## src/upd_pkg.sv

```systemverilog
// Shared types and constants for the URL percent decoder.
`timescale 1ns / 1ps

package upd_pkg;

  // Byte that opens an escape sequence.
  localparam logic [7:0] PERCENT = 8'h25;

  // Codes that an escape may produce; any other code yields no byte.
  localparam int CODE_COUNT = 19;
  localparam logic [7:0] KNOWN_CODES [CODE_COUNT] = '{
    8'h20, 8'h22, 8'h23, 8'h25, 8'h26, 8'h28, 8'h29, 8'h2B, 8'h2C, 8'h2F,
    8'h3A, 8'h3B, 8'h3C, 8'h3D, 8'h3E, 8'h3F, 8'h40, 8'h5C, 8'h7C
  };

  // Escape progress, one-hot.
  typedef enum logic [2:0] {
    PH_PLAIN = 3'b001,
    PH_HIGH  = 3'b010,
    PH_LOW   = 3'b100
  } phase_t;

  // One input item as it sits in the input register.
  typedef struct packed {
    logic [7:0] data;
    logic       last;
  } item_t;

  // One result item as it leaves the decode step.
  typedef struct packed {
    logic       valid;
    logic [7:0] data;
    logic       last;
  } res_t;

endpackage

```

## src/upd_step.sv

```systemverilog
// Escape state and the per-byte decode logic between input and result registers.
`timescale 1ns / 1ps

module upd_step (
  input  logic          clk,
  input  logic          rst_n,
  input  logic          step_en,
  input  upd_pkg::item_t item,
  output upd_pkg::res_t  res
);

  upd_pkg::phase_t phase_r, phase_nxt;
  logic [8:0]      high_r, high_nxt;
  logic [8:0]      digit;
  logic [12:0]     code;
  logic            hit;
  logic [7:0]      hit_code;

  // Digit value: c - 55 from 'A' upward, else c - 48, as 9-bit two's complement.
  assign digit = (item.data >= 8'd65) ? ({1'b0, item.data} - 9'd55)
                                      : ({1'b0, item.data} - 9'd48);

  // Escape code high * 16 + low; the range fits a 13-bit signed word.
  assign code = {high_r, 4'b0000} + {{4{digit[8]}}, digit};

  // Look the code up among the known codes.
  always_comb begin
    hit      = 1'b0;
    hit_code = 8'h00;
    for (int k = 0; k < upd_pkg::CODE_COUNT; k++) begin
      if (code == {5'b00000, upd_pkg::KNOWN_CODES[k]}) begin
        hit      = 1'b1;
        hit_code = upd_pkg::KNOWN_CODES[k];
      end
    end
  end

  // Result and next state for the byte in the input register.
  always_comb begin
    phase_nxt = upd_pkg::PH_PLAIN;
    high_nxt  = high_r;
    res.valid = 1'b0;
    res.data  = 8'h00;
    res.last  = item.last;
    unique case (phase_r)
      upd_pkg::PH_HIGH: begin
        high_nxt  = digit;
        phase_nxt = upd_pkg::PH_LOW;
      end
      upd_pkg::PH_LOW: begin
        res.valid = hit;
        res.data  = hit_code;
      end
      default: begin
        if (item.data == upd_pkg::PERCENT) begin
          phase_nxt = upd_pkg::PH_HIGH;
        end else begin
          res.valid = 1'b1;
          res.data  = item.data;
        end
      end
    endcase
    // The end of the string drops any unfinished escape.
    if (item.last) begin
      phase_nxt = upd_pkg::PH_PLAIN;
    end
  end

  // State advances only when the item moves on to the result register.
  always_ff @(posedge clk) begin
    if (!rst_n) begin
      phase_r <= upd_pkg::PH_PLAIN;
      high_r  <= 9'd0;
    end else if (step_en) begin
      phase_r <= phase_nxt;
      high_r  <= high_nxt;
    end
  end

  // The phase register always holds exactly one hot bit.
  a_phase_onehot: assert property (@(posedge clk) disable iff (!rst_n)
    $onehot(phase_r))
    else $error("escape phase is not one-hot");

  // A final byte always leaves the decoder in plain mode.
  a_last_clears: assert property (@(posedge clk) disable iff (!rst_n)
    step_en && item.last |=> phase_r == upd_pkg::PH_PLAIN)
    else $error("escape state survived the end of the string");

  // A percent sign in plain mode opens an escape unless the string ends.
  a_percent_opens: assert property (@(posedge clk) disable iff (!rst_n)
    step_en && phase_r == upd_pkg::PH_PLAIN && item.data == upd_pkg::PERCENT
    && !item.last |=> phase_r == upd_pkg::PH_HIGH)
    else $error("percent sign did not open an escape");

  // A result without a decoded byte carries a zero byte.
  a_invalid_zero: assert property (@(posedge clk) disable iff (!rst_n)
    !res.valid |-> res.data == 8'h00)
    else $error("result without a byte has a nonzero byte");

endmodule

```

## src/url_percent_decoder_core.sv

```systemverilog
// An item passes the input register, the single decode step, then the result register.
// Throughput: one item per cycle unless the result port stalls.
// Either register holds its item while the next stage stalls; ready follows at once.
// Reset (rst_n low, synchronous) empties both registers and returns to plain mode.
// Every input byte yields exactly one result item.
`timescale 1ns / 1ps

module url_percent_decoder_core (
  input  logic       clk,
  input  logic       rst_n,
  input  logic       in_item_valid,
  output logic       in_item_ready,
  input  logic [7:0] in_byte,
  input  logic       in_last,
  output logic       out_item_valid,
  input  logic       out_item_ready,
  output logic       out_valid,
  output logic [7:0] out_byte,
  output logic       out_last
);

  logic           s1_valid_r;
  upd_pkg::item_t s1_item_r;
  logic           out_item_valid_r;
  upd_pkg::res_t  out_res_r;
  upd_pkg::res_t  res;
  logic           out_free;
  logic           s1_adv;
  logic           in_acc;

  // Flow control: each register takes a new item when it is empty or emptying.
  assign out_free      = !out_item_valid_r || out_item_ready;
  assign s1_adv        = s1_valid_r && out_free;
  assign in_item_ready = !s1_valid_r || out_free;
  assign in_acc        = in_item_valid && in_item_ready;

  // Input register.
  always_ff @(posedge clk) begin
    if (!rst_n) begin
      s1_valid_r <= 1'b0;
    end else if (in_item_ready) begin
      s1_valid_r <= in_item_valid;
    end
  end

  always_ff @(posedge clk) begin
    if (in_acc) begin
      s1_item_r.data <= in_byte;
      s1_item_r.last <= in_last;
    end
  end

  // Decode step with the escape state.
  upd_step u_step (
    .clk     (clk),
    .rst_n   (rst_n),
    .step_en (s1_adv),
    .item    (s1_item_r),
    .res     (res)
  );

  // Result register.
  always_ff @(posedge clk) begin
    if (!rst_n) begin
      out_item_valid_r <= 1'b0;
    end else if (out_free) begin
      out_item_valid_r <= s1_valid_r;
    end
  end

  always_ff @(posedge clk) begin
    if (s1_adv) begin
      out_res_r <= res;
    end
  end

  assign out_item_valid = out_item_valid_r;
  assign out_valid      = out_res_r.valid;
  assign out_byte       = out_res_r.data;
  assign out_last       = out_res_r.last;

endmodule
```

## config.mk

```make
export PLATFORM = sky130hd
export DESIGN_NAME = url_percent_decoder_core
export DESIGN_NICKNAME = d
export VERILOG_FILES = /design/src/upd_pkg.sv /design/src/upd_step.sv /design/src/url_percent_decoder_core.sv
export SDC_FILE = /design/constraint.sdc
export NUM_CORES = 1
export LEC_CHECK = 0
export BUFFER_PORTS_ARGS = -buffer_cell sky130_fd_sc_hd__buf_2
export CORE_UTILIZATION = 30
export CTS_CLUSTER_DIAMETER = 80
export DETAILED_ROUTE_END_ITERATION = 10
export HOLD_SLACK_MARGIN = 0.02
export PLACE_DENSITY = 0.49
export RECOVER_POWER = 100
export SYNTH_ARGS = -nofsm -noshare
export SYNTH_HDL_FRONTEND = slang
export SYNTH_SLANG_ARGS = --single-unit
```

## constraint.sdc

```tcl
create_clock -name clk -period 4.9 [get_ports clk]
set_clock_uncertainty 0.1 [all_clocks]
set_input_delay 0.245 -clock clk [delete_from_list [all_inputs] [get_ports clk]]
set_output_delay 0.245 -clock clk [all_outputs]
set_load 0.05 [all_outputs]
```

; Word level (Yosys, flattened, before mapping)
; Index checks and enable logic that the tools add are counted.
[totals]
regBits = 33
out_inout_bits = 12
[classes]
add_sub_neg = 3
eq_ne = 22
n_mux = 44
n_lt_le_gt_ge = 1
reduce_logical = 7
[op_table]
columns = cell, n
row1 = $eq 13x6->1 const B, 16
row2 = $mux 6, 16
row3 = $eq 13x7->1 const B, 3
row4 = $mux 7, 3
row5 = $mux 1, 19
row6 = $mux 9, 2
row7 = $pmux 9 s2, 1
row8 = $sub 8x6->9 const B, 2
row9 = $add 13x13->13, 1
row10 = $eq 8x6->1 const B, 1
row11 = $ge 8x7->1 const B, 1
row12 = $pmux 3 s2, 1
row13 = $eq 3x2->1 const B, 1
row14 = $eq 3x3->1 const B, 1
row15 = $mux 3, 1
row16 = $logic_and 1x1->1, 2
row17 = $logic_not 1->1, 2
row18 = $logic_or 1x1->1, 2
row19 = $mux 2, 1
row20 = $reduce_and 2->1, 1

; Longest topological paths before layout
[logic_depth]
word_depth = 24
ltp_mapped = 16
ltp_nobuf = 15

; By module
; Synthesis repeated with hierarchy kept, for this count alone.
[unflattened]
cells_unflattened = 279
hier_area_um2 = 2492.4
[by_module_without_submodules]
columns = mod, area_per_inst_um2, cells_per_inst, instances, seq_area_each_um2
row1 = upd_step, 1818.0, 251, 1, 240.2
row2 = url_percent_decoder_core, 674.4, 28, 1, 610.6

; Worst setup path after synthesis
; Ideal clock, no wire load.
[synth_timing]
path_type = register to register
from = reg s1_item_r[2] (netlist bit)
to = reg out_res_r (netlist bit out_byte[0]) (data pin)
n_path_buf = 2
setup_time_ns = 0.176
stages_incl_launch_ff = 17
setup_slack_ns = 0.313
t_required_ns = 4.624
arrival_ns = 4.311
period_less_slack_ns = 4.587
cell_sequence = edfxtp_1 -> inv_1 -> ha_1 -> or4b_4 -> a311o_1 -> buf_6 -> nand2_1 -> xnor2_1 -> ha_1 -> fa_1 -> a211oi_1 -> o21bai_1 -> a221oi_1 -> xnor2_1 -> or4_1 -> clkbuf_1 -> o32ai_1
[synth_rtl]
columns = item, line
row1 = start: declaration, url_percent_decoder_core.sv:23  ; upd_pkg::item_t s1_item_r;
row2 = end signal: assignment, url_percent_decoder_core.sv:73  ; out_res_r <= res;
row3 = end: declaration, url_percent_decoder_core.sv:25  ; upd_pkg::res_t out_res_r;

==> metrics <==
DRT antenna net count 0; TNS Setup 0 ns; Post-CTS Setup Inserts 0; share of layout cells above drive strength 1 approximately 11%; clk_lat worst skew 0.28 ns; overall power 654 uW; Multi-input gate area 0.00135 sq mm; Required @ worst endpoint 4.90 ns; kind of critical path register to register; power density over cell area 246 mW/mm^2; initial core utilization between 30% and 40%; fin crit period 4.56 ns; status finished clean; worst ir drop on vdd 128 uV; critical path arrival 4.56 ns; vias in the first global route 1835; Slew @ Worst Pin 0.776 ns; Worst R2R Setup Slack 0.34 ns; final cell count without fillers 378; first-pass GRT wire length slightly above 9 mm; Routed WL per cell 14.2 microns; RSZ-0062 raised after global routing false; DP Area 0.00257 sq mm; clock transition at the registers of the reported paths approximately 0.070 ns; row cnt 31; Fillers 806; I/O pin count 25; total grt overflow 0; Async SR Flop Fraction 0%; port bufs 24; WHS about 0.039 ns; clock sink count 33; flops & latches, synth 33; GR Util All Layers 14.2%; CTS Root Buffer Type clkbuf_8; CTS tree yes; routed vias 1873; largest net degree at the start of global routing 15; synthesized cell area between 0.002 and 0.0025 sq mm; Yosys warning count 0; DP HPWL 4.11 mm; Die Height 89.9 microns; 1st-iter DRT viols 74; Syn Nets roughly 270; routability cong. 0.790; Inst Count DP 364; Fmax achieved 219 MHz; worst-path fanout max 7; H-tree depth 2; Startpoint Class register; prevailing post-synth register cell edfxtp_1; synth unique cells 59; fin crit share 93.0%; routed wire length 5.35 mm; n_diodes 0; clk buf depth 2; CP endpoint kind register; CTS Buf Count 5; DRC Markers 0; post-route cell area 0.00266 sq mm; number of flops mapped to enable cells by yosys 19; HP Class primary input to register; Leak 1.06 nW; register area share after synthesis 36.7%; Register Area about 850 sq um; Die W 89.9 microns; fin util 36.1%; Nets 307; vias per inst 4.96; post-synthesis cell count ~240; area grow syn2layout 14.6%; final hold vios 0; total of max-cap violations 0; Slew Viols, Final 0; Avg Inst Size Synth 9.55 sq um; setup slack after layout 0.342 ns; initial antenna violation count 0; relative slew slack 47.8%; Detailed Routing Iterations Pass 1 4; die footprint 0.00809 sq mm; final setup fails 0; pre-CTS setup slack 0.281 ns; Core Box Area 0.00737 sq mm
[cell type report]
class | instances | share of cell area, %
inverters | 11 | 1.55
repair buffers | 37 | 7.77
clock buffers | 5 | 2.59
multi-input cells | 190 | 50.8
well taps | 99 | 4.66
flip-flops and latches | 33 | 32.0
clock inverters | 3 | 0.659
[cell families (layout without fill, tap and decap cells)]
logic type	Yosys count	count (layout)	share of synthesized area [%]
AND/OR/NAND/NOR	84	84	19.3
AO/OA/AOI/OAI	60	60	18.8
flip-flops	33	33	36.7
buffers and inverters	20	56	3.94
XOR/XNOR	18	18	7.12
adder cells (fa/ha/maj)	17	17	9.39
multiplexers	11	11	4.80
[worst max-delay path, cell delays in order (launching register included)]
cell      delay (ns)
edfxtp_1        0.42
ha_1            0.24
or4b_4          0.54
a311o_1         0.39
nand2_1         0.10
xnor2_1         0.10
ha_1            0.22
fa_1            0.46
a211oi_1        0.26
o21bai_1        0.14
a221oi_1        0.31
xnor2_1         0.13
or4_1           0.65
o32ai_1         0.31
[cell usage in the layout, fill, tap and decap left out, drive strengths merged, types with 8 or more instances in the layout]
cell	Yosys	routed
a21oi	8	8
mux2i	10	10
nor3	9	9
o21ai	14	14
nor2	12	12
nand2	20	20
ha	15	15
nor2b	10	10
edfxtp	19	19
xnor2	11	11
inv	11	11
dfxtp	14	14
buf	4	16
clkbuf	5	20
[cell usage after synthesis, types with 2 or more instances]
cell type   n  area (sq um)
nor2_1     12          45.0
nand3_1     7          35.0
buf_6       2          22.5
a21oi_1     8          40.0
o32ai_1     2          17.5
nand2_1    20          75.1
o21a_1      2          15.0
or3_1       2          12.5
o211ai_1    3          22.5
ha_1       15           188
o22ai_1     2          12.5
nand2b_1    4          25.0
and2_1      4          25.0
xnor2_1    11          96.3
clkbuf_1    5          18.8
nor2b_1    10          62.6
edfxtp_1   19           571
xor2_1      6          52.6
a211oi_1    2          15.0
dfxtp_1    14           280
inv_1      11          41.3
a31oi_1     7          43.8
o21ai_0    11          55.1
nor4_1      4          25.0
o21ai_1     2          10.0
and3_1      2          12.5
nor3_1      9          45.0
mux2i_1    10           100
nand4b_1    2          17.5
a21o_1      3          22.5
o211a_1     4          40.0
[routing by layer]
metal	GRT usage (%)	vias to the layer above	wire, microns
met5	0	-	0
met4	3.09	0	30
met3	3.81	4	213
met2	22.8	33	2330
met1	19.1	871	2780
li1	-	965	-
[final timing paths]
path | cells past startpoint | from | end
max | 13 | s1_item_r[1] | out_byte[0]
min | 1 | in_byte[4] | s1_item_r[5]
min reg2reg | 2 | u_step.phase_r[1] | u_step.phase_r[1]
max reg2reg | 13 | s1_item_r[1] | out_byte[0]
[where the power goes]
group	leakage, nW	switching [mW]	internal (mW)
logic	0.723	0.0899	0.0529
registers	0.292	0.00689	0.303
clock network	0.0455	0.103	0.0981
total	1.06	0.200	0.454
[timing repair]
| item | 4_1_cts | 5_1_grt |
|---|---|---|
| hold buffers | 1 | 5 |
| hold endpoints to repair | 1 | 5 |
| setup endpoints to repair | 0 | 2 |
| resized for setup | 0 | 1 |
[sequential cells by signal, summed over array words and instances, names as in the netlist]
signal,flops
out_byte,8
out_item_valid,1
out_last,1
out_valid,1
s1_item_r,9
s1_valid_r,1
u_step.high_r,9
u_step.phase_r,3
Power figures use the tool's default switching activity.
